`src/sv/wrs_pkg.sv`:
```
// Shared constants and types for the word reverser stream.
package wrs_pkg;

  localparam int STACK_DEPTH = 32;
  localparam int ADDR_W      = (STACK_DEPTH > 1) ? $clog2(STACK_DEPTH) : 1;
  localparam int CNT_W       = $clog2(STACK_DEPTH + 1);

  localparam logic [7:0] SPACE_CHAR = 8'd32;

  // Classified item handed from the front to the back.
  typedef struct packed {
    logic [7:0] ch;
    logic       eol;
    logic       is_space;
  } cmd_t;

endpackage

```
`src/sv/wrs_front.sv`:
```
// Front end: accept items, classify them and queue them for the back end.
module wrs_front
  import wrs_pkg::*;
(
  input  logic       clk,
  input  logic       rst,
  input  logic       push,
  output logic       full,
  input  logic [7:0] char_in,
  input  logic       end_of_line,
  output logic       cmd_valid,
  output cmd_t       cmd,
  input  logic       cmd_take
);

  cmd_t       q [2];
  logic       wr_ptr;
  logic       rd_ptr;
  logic [1:0] cnt;
  logic       do_wr;
  logic       do_rd;
  cmd_t       cmd_in;

  assign full      = (cnt == 2'd2);
  assign cmd_valid = (cnt != 2'd0);
  assign cmd       = q[rd_ptr];
  assign do_wr     = push && !full;
  assign do_rd     = cmd_take && cmd_valid;

  always_comb begin
    cmd_in.ch       = char_in;
    cmd_in.eol      = end_of_line;
    cmd_in.is_space = (char_in == SPACE_CHAR);
  end

  always_ff @(posedge clk) begin
    if (do_wr) begin
      q[wr_ptr] <= cmd_in;
    end
  end

  always_ff @(posedge clk) begin
    if (rst) begin
      wr_ptr <= 1'b0;
      rd_ptr <= 1'b0;
      cnt    <= 2'd0;
    end else begin
      if (do_wr) begin
        wr_ptr <= ~wr_ptr;
      end
      if (do_rd) begin
        rd_ptr <= ~rd_ptr;
      end
      case ({do_wr, do_rd})
        2'b10:   cnt <= cnt + 2'd1;
        2'b01:   cnt <= cnt - 2'd1;
        default: cnt <= cnt;
      endcase
    end
  end

endmodule

```
`src/sv/wrs_back.sv`:
```
// Back end: word stack, drain sequencer and result register.
module wrs_back
  import wrs_pkg::*;
(
  input  logic       clk,
  input  logic       rst,
  input  logic       cmd_valid,
  input  cmd_t       cmd,
  output logic       cmd_take,
  output logic       empty,
  input  logic       pop,
  output logic [7:0] char_out,
  output logic       last_of_run,
  output logic       overflow_seen
);

  typedef enum logic [1:0] {S_IDLE, S_RD, S_OUT, S_SPACE} state_t;

  state_t           state;
  logic [7:0]       mem [STACK_DEPTH];
  logic [7:0]       rd_data;
  logic [CNT_W-1:0] count;
  logic [CNT_W-1:0] count_m1;
  logic             dropped;
  logic             run_flag;
  logic             tail_space;
  logic             out_valid;
  logic             out_free;
  logic             stack_full;
  logic             wr_en;

  assign empty      = !out_valid;
  assign out_free   = !out_valid || pop;
  assign cmd_take   = (state == S_IDLE) && cmd_valid;
  assign count_m1   = count - CNT_W'(1);
  assign stack_full = (count == CNT_W'(STACK_DEPTH));
  assign wr_en      = cmd_take && !cmd.is_space && !stack_full;

  // Stack storage: write on push, registered read while draining.
  always_ff @(posedge clk) begin
    if (wr_en) begin
      mem[count[ADDR_W-1:0]] <= cmd.ch;
    end
    if (state == S_RD) begin
      rd_data <= mem[count_m1[ADDR_W-1:0]];
    end
  end

  always_ff @(posedge clk) begin
    if (rst) begin
      state      <= S_IDLE;
      count      <= '0;
      dropped    <= 1'b0;
      run_flag   <= 1'b0;
      tail_space <= 1'b0;
      out_valid  <= 1'b0;
    end else begin
      if (pop && out_valid) begin
        out_valid <= 1'b0;
      end
      case (state)
        S_IDLE: begin
          if (cmd_take) begin
            tail_space <= cmd.is_space;
            if (cmd.is_space) begin
              run_flag <= dropped;
              dropped  <= 1'b0;
              state    <= (count != '0) ? S_RD : S_SPACE;
            end else if (!stack_full) begin
              count <= count + CNT_W'(1);
              if (cmd.eol) begin
                run_flag <= dropped;
                dropped  <= 1'b0;
                state    <= S_RD;
              end
            end else if (cmd.eol) begin
              run_flag <= 1'b1;
              dropped  <= 1'b0;
              state    <= S_RD;
            end else begin
              dropped <= 1'b1;
            end
          end
        end
        S_RD: begin
          count <= count_m1;
          state <= S_OUT;
        end
        S_OUT: begin
          if (out_free) begin
            out_valid     <= 1'b1;
            char_out      <= rd_data;
            last_of_run   <= (count == '0) && !tail_space;
            overflow_seen <= run_flag;
            if (count != '0) begin
              state <= S_RD;
            end else if (tail_space) begin
              state <= S_SPACE;
            end else begin
              state <= S_IDLE;
            end
          end
        end
        S_SPACE: begin
          if (out_free) begin
            out_valid     <= 1'b1;
            char_out      <= SPACE_CHAR;
            last_of_run   <= 1'b1;
            overflow_seen <= run_flag;
            state         <= S_IDLE;
          end
        end
        default: state <= S_IDLE;
      endcase
    end
  end

  a_count_bound: assert property (@(posedge clk) disable iff (rst)
    count <= CNT_W'(STACK_DEPTH))
    else $error("stack fill count above depth");

  a_read_nonempty: assert property (@(posedge clk) disable iff (rst)
    (state == S_RD) |-> (count != '0))
    else $error("stack read issued with empty stack");

  a_run_flag_hold: assert property (@(posedge clk) disable iff (rst)
    (state != S_IDLE && $past(state) != S_IDLE) |-> $stable(run_flag))
    else $error("overflow flag changed inside a run");

  a_space_ends_run: assert property (@(posedge clk) disable iff (rst)
    (state == S_SPACE && out_free) |=> (state == S_IDLE && out_valid && last_of_run))
    else $error("space result did not close the run");

endmodule

```
`src/sv/word_reverser_stream.sv`:
```
// Top level of the word reverser stream: front end, command queue and back end.
//
// Usage:
//   Input side is a queue: drive char_in and end_of_line, raise push; the item
//   is taken at a clock edge where push is high and full is low.
//   Result side is a queue: while empty is low, char_out, last_of_run and
//   overflow_seen show the oldest result; raise pop to take it.
//   A non-space item is stored on the word stack and yields no result.
//   A space drains the stack (last letter first) and then emits the space.
//   end_of_line drains the stack after a non-space item's character, with no
//   trailing space. last_of_run marks the final result of an item, and
//   overflow_seen reports characters dropped on a full stack since the last run.
// Flow:
//   A two-entry command queue sits between front and back. Each drained
//   letter passes through the single registered stack read, then a load of the
//   result register; the trailing space is then loaded on its own. The back end
//   takes no new item until a drain has loaded its last result.
// Reset (rst, synchronous): empties queue, stack, flag and result register.
// Stall: a result waits in its register until popped; the back end holds,
//   the command queue fills and full rises.
module word_reverser_stream
  import wrs_pkg::*;
(
  input  logic       clk,
  input  logic       rst,
  input  logic       push,
  output logic       full,
  input  logic [7:0] char_in,
  input  logic       end_of_line,
  output logic       empty,
  input  logic       pop,
  output logic [7:0] char_out,
  output logic       last_of_run,
  output logic       overflow_seen
);

  logic cmd_valid;
  logic cmd_take;
  cmd_t cmd;

  // Classify and queue incoming items.
  wrs_front u_front (
    .clk         (clk),
    .rst         (rst),
    .push        (push),
    .full        (full),
    .char_in     (char_in),
    .end_of_line (end_of_line),
    .cmd_valid   (cmd_valid),
    .cmd         (cmd),
    .cmd_take    (cmd_take)
  );

  // Execute commands against the word stack and emit results.
  wrs_back u_back (
    .clk           (clk),
    .rst           (rst),
    .cmd_valid     (cmd_valid),
    .cmd           (cmd),
    .cmd_take      (cmd_take),
    .empty         (empty),
    .pop           (pop),
    .char_out      (char_out),
    .last_of_run   (last_of_run),
    .overflow_seen (overflow_seen)
  );

endmodule

```
`config.mk`:
```
export PLATFORM = sky130hd
export DESIGN_NAME = word_reverser_stream
export DESIGN_NICKNAME = d
export VERILOG_FILES = /design/src/sv/wrs_pkg.sv /design/src/sv/wrs_front.sv /design/src/sv/wrs_back.sv /design/src/sv/word_reverser_stream.sv
export SDC_FILE = /design/constraint.sdc
export NUM_CORES = 1
export LEC_CHECK = 0
export ABC_AREA = 1
export BUFFER_PORTS_ARGS = -buffer_cell sky130_fd_sc_hd__buf_2
export CAP_MARGIN = 20
export CORE_MARGIN = 4
export CORE_UTILIZATION = 25
export CTS_BUF_LIST = sky130_fd_sc_hd__clkbuf_4 sky130_fd_sc_hd__clkbuf_8
export DETAILED_ROUTE_END_ITERATION = 8
export GPL_ROUTABILITY_DRIVEN = 0
export PLACE_DENSITY = 0.47
export SETUP_SLACK_MARGIN = 0.4
export SKIP_CTS_REPAIR_TIMING = 1
export SLEW_MARGIN = 40
export SYNTH_ARGS = -nofsm -noshare
export SYNTH_HDL_FRONTEND = slang
export SYNTH_HIERARCHICAL = 1
export SYNTH_SLANG_ARGS = --single-unit
```
`constraint.sdc`:
```
create_clock -name clk -period 7.3 [get_ports clk]
set_clock_uncertainty 0.2 [all_clocks]
set_input_delay 1.095 -clock clk [delete_from_list [all_inputs] [get_ports clk]]
set_output_delay 1.095 -clock clk [all_outputs]
set_load 0.01 [all_outputs]
```
==> results of run 1 <==
state kept, by name, indices dropped and copies added, names as in the netlist, named ones only:
signal,count
u_front/rd_ptr,1
u_back/tail_space,1
u_back/overflow_seen,1
u_back/out_valid,1
u_back/dropped,1
u_back/count,6
u_back/mem,256
u_back/last_of_run,1
u_back/char_out,8
u_back/run_flag,1
u_front/wr_ptr,1
u_front/q,20
u_back/state,2
u_back/rd_data,8
u_front/cnt,2
worst paths after layout:
path | cells after the start | endpoint | from
worst max-delay path | 5 | u_back/mem[14][1]$_DFFE_PP_ | u_back/count[0]$_SDFFE_PP0P_
worst min-delay path | 0 | u_back/overflow_seen$_DFFE_PP_ | u_back/run_flag$_SDFFE_PP0P_
worst max register to register | 5 | u_back/mem[14][1]$_DFFE_PP_ | u_back/count[0]$_SDFFE_PP0P_
worst min register to register | 0 | u_back/overflow_seen$_DFFE_PP_ | u_back/run_flag$_SDFFE_PP0P_
synthesized netlist by cell type:
cell type / n / area, um^2
sky130_fd_sc_hd__nand2_1: 387 / 1450
sky130_fd_sc_hd__edfxtp_1: 294 / 8830
sky130_fd_sc_hd__inv_1: 210 / 788
sky130_fd_sc_hd__nand3_1: 183 / 916
sky130_fd_sc_hd__nor2_1: 65 / 244
sky130_fd_sc_hd__buf_2: 31 / 155
sky130_fd_sc_hd__dfxtp_1: 17 / 340
sky130_fd_sc_hd__o21ai_0: 16 / 80.1
sky130_fd_sc_hd__inv_2: 15 / 56.3
sky130_fd_sc_hd__nand2_2: 13 / 81.3
sky130_fd_sc_hd__nand3_2: 13 / 130
sky130_fd_sc_hd__clkbuf_1: 10 / 37.5
sky130_fd_sc_hd__mux2_1: 10 / 113
sky130_fd_sc_hd__a21oi_1: 9 / 45.0
sky130_fd_sc_hd__nor3_1: 9 / 45.0
sky130_fd_sc_hd__nor2_2: 8 / 50.1
sky130_fd_sc_hd__ha_1: 6 / 75.1
sky130_fd_sc_hd__buf_4: 4 / 30.0
sky130_fd_sc_hd__buf_6: 4 / 45.0
sky130_fd_sc_hd__nand4_1: 4 / 25.0
sky130_fd_sc_hd__o21ai_1: 4 / 20.0
sky130_fd_sc_hd__clkbuf_8: 3 / 41.3
sky130_fd_sc_hd__nand2_4: 3 / 33.8
sky130_fd_sc_hd__buf_1: 2 / 7.51
sky130_fd_sc_hd__o211ai_1: 2 / 15.0
sky130_fd_sc_hd__or2_2: 2 / 12.5
sky130_fd_sc_hd__clkinv_4: 1 / 8.76
sky130_fd_sc_hd__inv_4: 1 / 6.26
sky130_fd_sc_hd__nand2_8: 1 / 20.0
sky130_fd_sc_hd__nand3b_1: 1 / 7.51
sky130_fd_sc_hd__nor2_4: 1 / 11.3
sky130_fd_sc_hd__o21a_1: 1 / 7.51
sky130_fd_sc_hd__o21ai_2: 1 / 8.76
sky130_fd_sc_hd__xnor2_2: 1 / 16.3
sky130_fd_sc_hd__xor2_1: 1 / 8.76
sky130_fd_sc_hd__xor2_2: 1 / 16.3
stage by stage:
stage	setup slack [ns]	util [%]	instance area [um^2]
floorplan	4.74	-	13800
global placement	3.73	26.9	14600
detailed placement	3.75	26.9	14600
CTS	3.74	28.9	15700
global route	3.71	28.9	15700
finish	3.89	28.9	15700
layer usage:
layer	global-route usage, %	routed length [um]	share of wire [%]
met1	16.7	16800	46
met2	19.7	17100	47
met3	2.21	1860	5.1
met4	3.92	884	2.4
met5	0	0	0
worst register-to-register path, delay by kind of cell (launching register included):
kind	cells	cell delay [ns]
AND/OR/NAND/NOR	2	0.90
adder cells (fa/ha/maj)	1	0.32
flip-flops	1	0.49
buffers and inverters	2	1.14
cells by family after synthesis:
logic type	Yosys count
simple gates	690
flops	311
buf+inv	281
compound gates	33
mux	10
fa+ha+maj	6
xor+xnor	3
where the power goes:
part,switching [W],internal [W]
combinational,0.00162,0.000590
clock,0.000693,0.000852
sequential,0.000113,0.00226
total,0.00243,0.00370
layout make-up:
| cell class | count | share of cell area (%) |
|---|---|---|
| tap | 696 | 5.56 |
| clock inverter | 13 | 0.359 |
| multi-input combinational | 742 | 22.2 |
| timing repair buffer | 39 | 1.56 |
| sequential | 311 | 58.5 |
| clock buffer | 83 | 6.29 |
| inverter | 227 | 5.52 |
==> out/metrics.cfg, run 1 <==
[outcome]
run_status = finished, final reports clean

[floorplanning]
initial_core_util_pct = 25.4
fp.dieW_um = 243
pin_count = 25
core_area_um2 = 54200
die_y_um = 243
rows = 85
die_area_um2 = 58900

[min_path]
hold_class = reg2reg

[place]
port_buffers = 24
place_inst = 2015
dpl.hpwl_um = 22200

[global_route]
via_count_of_the_first_global_routing_pass = 9005
grt.overflow.total = 0
maximum_number_of_pins_on_one_net_before_global_route_repair = 104
antenna_found_initial = 0
grt_pass1_wl_um = 55700
gr-usage-all-layers_pct = 12.2

[setup_path]
rrSetupSlack_ns = 3.89
worst_path_max_delay_cell = sky130_fd_sc_hd__nor2_1
worstPathRequired_ns = 7.33
worst_path_dominant_cell_family = buffers and inverters
path_class = reg2reg
worst_setup_path_end_kind = register
critical_path_peak_fanout = 77
path_buf_inv = 2
worstPathArrival_ns = 3.44
path_cells = inv_6 > buf_4 > ha_1 > nand2_2 > nor2_1
cp_peak_stage_delay_ns = 0.68
critPathLaunchType = register

[yosys]
synth_compound_area_share_pct = 1.28
combinational_family_with_the_most_area_after_synthesis = simple AND/OR/NAND/NOR gates
synth-seq-cells = 311
synth_adder_area_share_pct = 0.545
synth.distinct_cells = 36
synth_warnings = 6
synth_seq_area_share_pct = 66.5
share_of_cell_area_taken_by_muxes_after_synthesis_pct = 0.817
postSynthCellCount = 1334
yosys.area_share.simple_pct = 22.0
synthesized_nets = 1353
syn-mean-instance-area_um2 = 10.3
syn_area_um2 = 13800
synth_xor_xnor_area_share_pct = 0.300

[layout]
most_common_library_cell_in_the_layout_ignoring_fill_and_taps = sky130_fd_sc_hd__nand2_1
n_fill_cell = 5713
syn_to_final_growth_pct = 13.7
area.sequential_um2 = 9170
final_cell_mix = sky130_fd_sc_hd__nand2_1, sky130_fd_sc_hd__edfxtp_1, sky130_fd_sc_hd__inv_1, sky130_fd_sc_hd__nand3_1, sky130_fd_sc_hd__nor2_1
final_net_count = 1394
final-instance-count-excl-fill = 2111
multi_input_comb_area_um2 = 3470
final_layout_size_suffix_gt1_share_pct = 13.9
insertedDiodeCount = 0

[timing]
slew-limit-headroom_pct = 45.9
maxClockFrequency_mhz = 293
worst_slew_pin_slew_ns = 0.811
setup_viol_count_final = 0
layout_worst_path_cycle_share_pct = 46.7
rsz0062_at_grt = no
hold_slack_ns = 0.254
final_period_minus_worst_setup_slack_ns = 3.41
setup_tns_ns = 0
hold_viol = 0
slew_viol_final = 0

[pwr]
power_density_nw_per_um2 = 392
cellLeakagePower_nw = 6.37
vdd.ir_drop.worst_v = 0.000188
power_w = 0.00613

[cts]
clockBufferDepth = 3
clock_tree.root_cell = sky130_fd_sc_hd__clkbuf_8
cts.htree.levels = 2
cts_tree = done
clock_latency_ns = 0.61
clock_sink_count = 311
cts-buffers-inserted = 54
cts.reportedPaths.clkPinSlew_ns = 0.06

[drt]
drt-initial-drc-count = 855
via_per_inst = 4.34
route.detailed.wl_per_inst_um = 17.3
totalWireLength_um = 36600
drc = 0
postRouteAntennaNets = 0
dr.pass1.iters = 6
dr_total_vias = 9170

[run]
max_cap_viol_count = 0

(Power assumes the default switching activity.)
==> inputs of run 2 (changes only) <==
PLACE_DENSITY = 0.48   (was 0.47)
clock period = 2.8 ns   (was 7.3 ns; I/O delays follow)
==> out/metrics.cfg, run 2 (synthesized netlist as in run 1, its figures left out) <==
[outcome]
run_status = finished, final reports clean

[timing]
setup_slack_ns = 0.524  ; -3.36 ns
hold_slack_ns = 0.251  ; -0.00264 ns
slew-limit-headroom_pct = 52.7  ; +6.8 points
hold_viol = 0  ; unchanged
setup_tns_ns = 0  ; unchanged
setup_viol_count_final = 0  ; unchanged
maxClockFrequency_mhz = 439  ; +50%
layout_worst_path_cycle_share_pct = 81.3  ; +35 points
final_period_minus_worst_setup_slack_ns = 2.28  ; -1.14 ns
worst_slew_pin_slew_ns = 0.709  ; -0.102 ns
slew_viol_final = 0  ; unchanged
rsz0062_at_grt = yes

[floorplanning]
die_y_um = 243  ; unchanged
core_area_um2 = 54200  ; unchanged
fp.dieW_um = 243  ; unchanged
die_area_um2 = 58900  ; unchanged
pin_count = 25  ; unchanged
rows = 85  ; unchanged
initial_core_util_pct = 25.4  ; unchanged

[layout]
final_layout_size_suffix_gt1_share_pct = 16.4  ; +2.5 points
syn_to_final_growth_pct = 18.0
final_cell_mix = sky130_fd_sc_hd__nand2_1, sky130_fd_sc_hd__edfxtp_1, sky130_fd_sc_hd__inv_1, sky130_fd_sc_hd__nand3_1, sky130_fd_sc_hd__clkbuf_8
final_net_count = 1435  ; +2.9%
final_core_utilization_pct = 30.0  ; +1.1 points
n_fill_cell = 5639  ; -1.3%
area.sequential_um2 = 9170  ; unchanged
most_common_library_cell_in_the_layout_ignoring_fill_and_taps = sky130_fd_sc_hd__nand2_1
multi_input_comb_area_um2 = 3640  ; +4.8%
largest_register_ffs = 256  ; unchanged
insertedDiodeCount = 0  ; unchanged

[cts]
cts.reportedPaths.clkPinSlew_ns = 0.06  ; about the same
clock_sink_count = 311  ; unchanged
clock_latency_ns = 0.59  ; -0.02 ns
cts_tree = done
clockBufferDepth = 3  ; unchanged
clock_tree.root_cell = sky130_fd_sc_hd__clkbuf_8
cts.htree.levels = 2  ; unchanged
cts-buffers-inserted = 53  ; -1.9%

[place]
port_buffers = 24  ; unchanged
post-place-ws_ns = 0.297  ; -3.46 ns
dpl.hpwl_um = 22200  ; about the same

[setup_path]
worst_path_dominant_cell_family = simple AND/OR/NAND/NOR gates
path_cells = inv_4 > ha_2 > inv_2 > buf_12 > nand2_1 > nand3_1 > nand3_1 > nand2_1 > nand2_1 > nand2_1
critical_path_peak_fanout = 35  ; -55%
worst_path_max_delay_cell = sky130_fd_sc_hd__dfxtp_4
cp_common_cell = sky130_fd_sc_hd__nand2_1
worst_setup_path_end_kind = register
critPathLaunchType = register
cp_peak_stage_delay_ns = 0.39  ; -0.29 ns
path_class = reg2reg
worstPathArrival_ns = 2.42  ; -1.02 ns
worstPathRequired_ns = 2.95  ; -4.38 ns
path_buf_inv = 3  ; +1

[global_route]
maximum_number_of_pins_on_one_net_before_global_route_repair = 69  ; -34%
via_count_of_the_first_global_routing_pass = 9214  ; +2.3%
antenna_found_initial = 0  ; unchanged
gr-usage-all-layers_pct = 12.0  ; -0.15 points
grt.overflow.total = 0  ; unchanged
grt_pass1_wl_um = 55100  ; -1.1%

[drt]
drc = 0  ; unchanged
totalWireLength_um = 36300  ; -0.85%
drt-initial-drc-count = 702  ; -18%
dr.pass1.iters = 7  ; +1
postRouteAntennaNets = 0  ; unchanged
via_per_inst = 4.30  ; -1.1%
route.detailed.wl_per_inst_um = 16.8  ; -2.9%
dr_total_vias = 9259  ; +0.97%

[pwr]
vdd.ir_drop.worst_v = 0.000531  ; +180%
power_density_nw_per_um2 = 1020  ; +160%
cellLeakagePower_nw = 6.61  ; +3.9%

[min_path]
hold_class = reg2reg

[run]
max_cap_viol_count = 0  ; unchanged

## run 2: cell count changes in the layout (fill, tap and decap cells not counted), moves of 5 or more
cell / change
sky130_fd_sc_hd__buf_4: +24
sky130_fd_sc_hd__buf_12: +5
sky130_fd_sc_hd__clkinv_1: +6
sky130_fd_sc_hd__dlygate4sd3_1: +13
sky130_fd_sc_hd__nor2_4: +19
sky130_fd_sc_hd__clkbuf_4: -5
sky130_fd_sc_hd__nor2_1: -18
## run 2: final cells by class
| type | count | share of cell area [%] |
|---|---|---|
| tap | 696 | 5.36 |
| timing repair buffer | 81 | 4.00 |
| clock buffer | 75 | 5.58 |
| sequential | 311 | 56.4 |
| multi-input combinational | 742 | 22.4 |
| clock inverter | 23 | 0.916 |
| inverter | 227 | 5.32 |
## run 2: worst paths after layout
path,from,end,slack [ns],cells past startpoint
setup reg to reg,u_back/count[0]$_SDFFE_PP0P_,u_back/rd_data[5]$_DFFE_PP_,0.52,10
hold / removal,u_back/run_flag$_SDFFE_PP0P_,u_back/overflow_seen$_DFFE_PP_,0.25,0
setup / recovery,u_back/count[0]$_SDFFE_PP0P_,u_back/rd_data[5]$_DFFE_PP_,0.52,10
hold reg to reg,u_back/run_flag$_SDFFE_PP0P_,u_back/overflow_seen$_DFFE_PP_,0.25,0
## run 2: power by group
part	total (W)	switching [W]	internal, W
Clock	0.00407	0.00181	0.00226
Combinational	0.00641	0.00462	0.00179
Sequential	0.00604	0.000150	0.00589
## run 2: layer usage
layer	track usage (%)	up-vias	share of wire (%)	routed length (um)
met5	0	-	0	0
met4	3.65	0	2.4	867
met1	16.1	4502	46	16600
li1	-	4521	-	-
met3	2.34	62	4.6	1680
met2	19.9	174	47	17200
## run 2: worst reg2reg max path, delay by kind of cell, from the launching register on
kind | cells | cell delay [ns]
DFF | 1 | 0.39
adders and majority gates | 1 | 0.39
and+or+nand+nor | 6 | 0.60
buffers and inverters | 3 | 0.44
## run 2: metrics by stage
stage          cell area (um^2)  std cells  power (W)
2_1_floorplan             13800       1334     0.0101
5_1_grt                   16300       2155     0.0175
4_1_cts                   15900       2141     0.0166
6_report                  16300       2155     0.0165
3_3_place_gp              14900       2043     0.0125
3_5_place_dp              14900       2043     0.0125
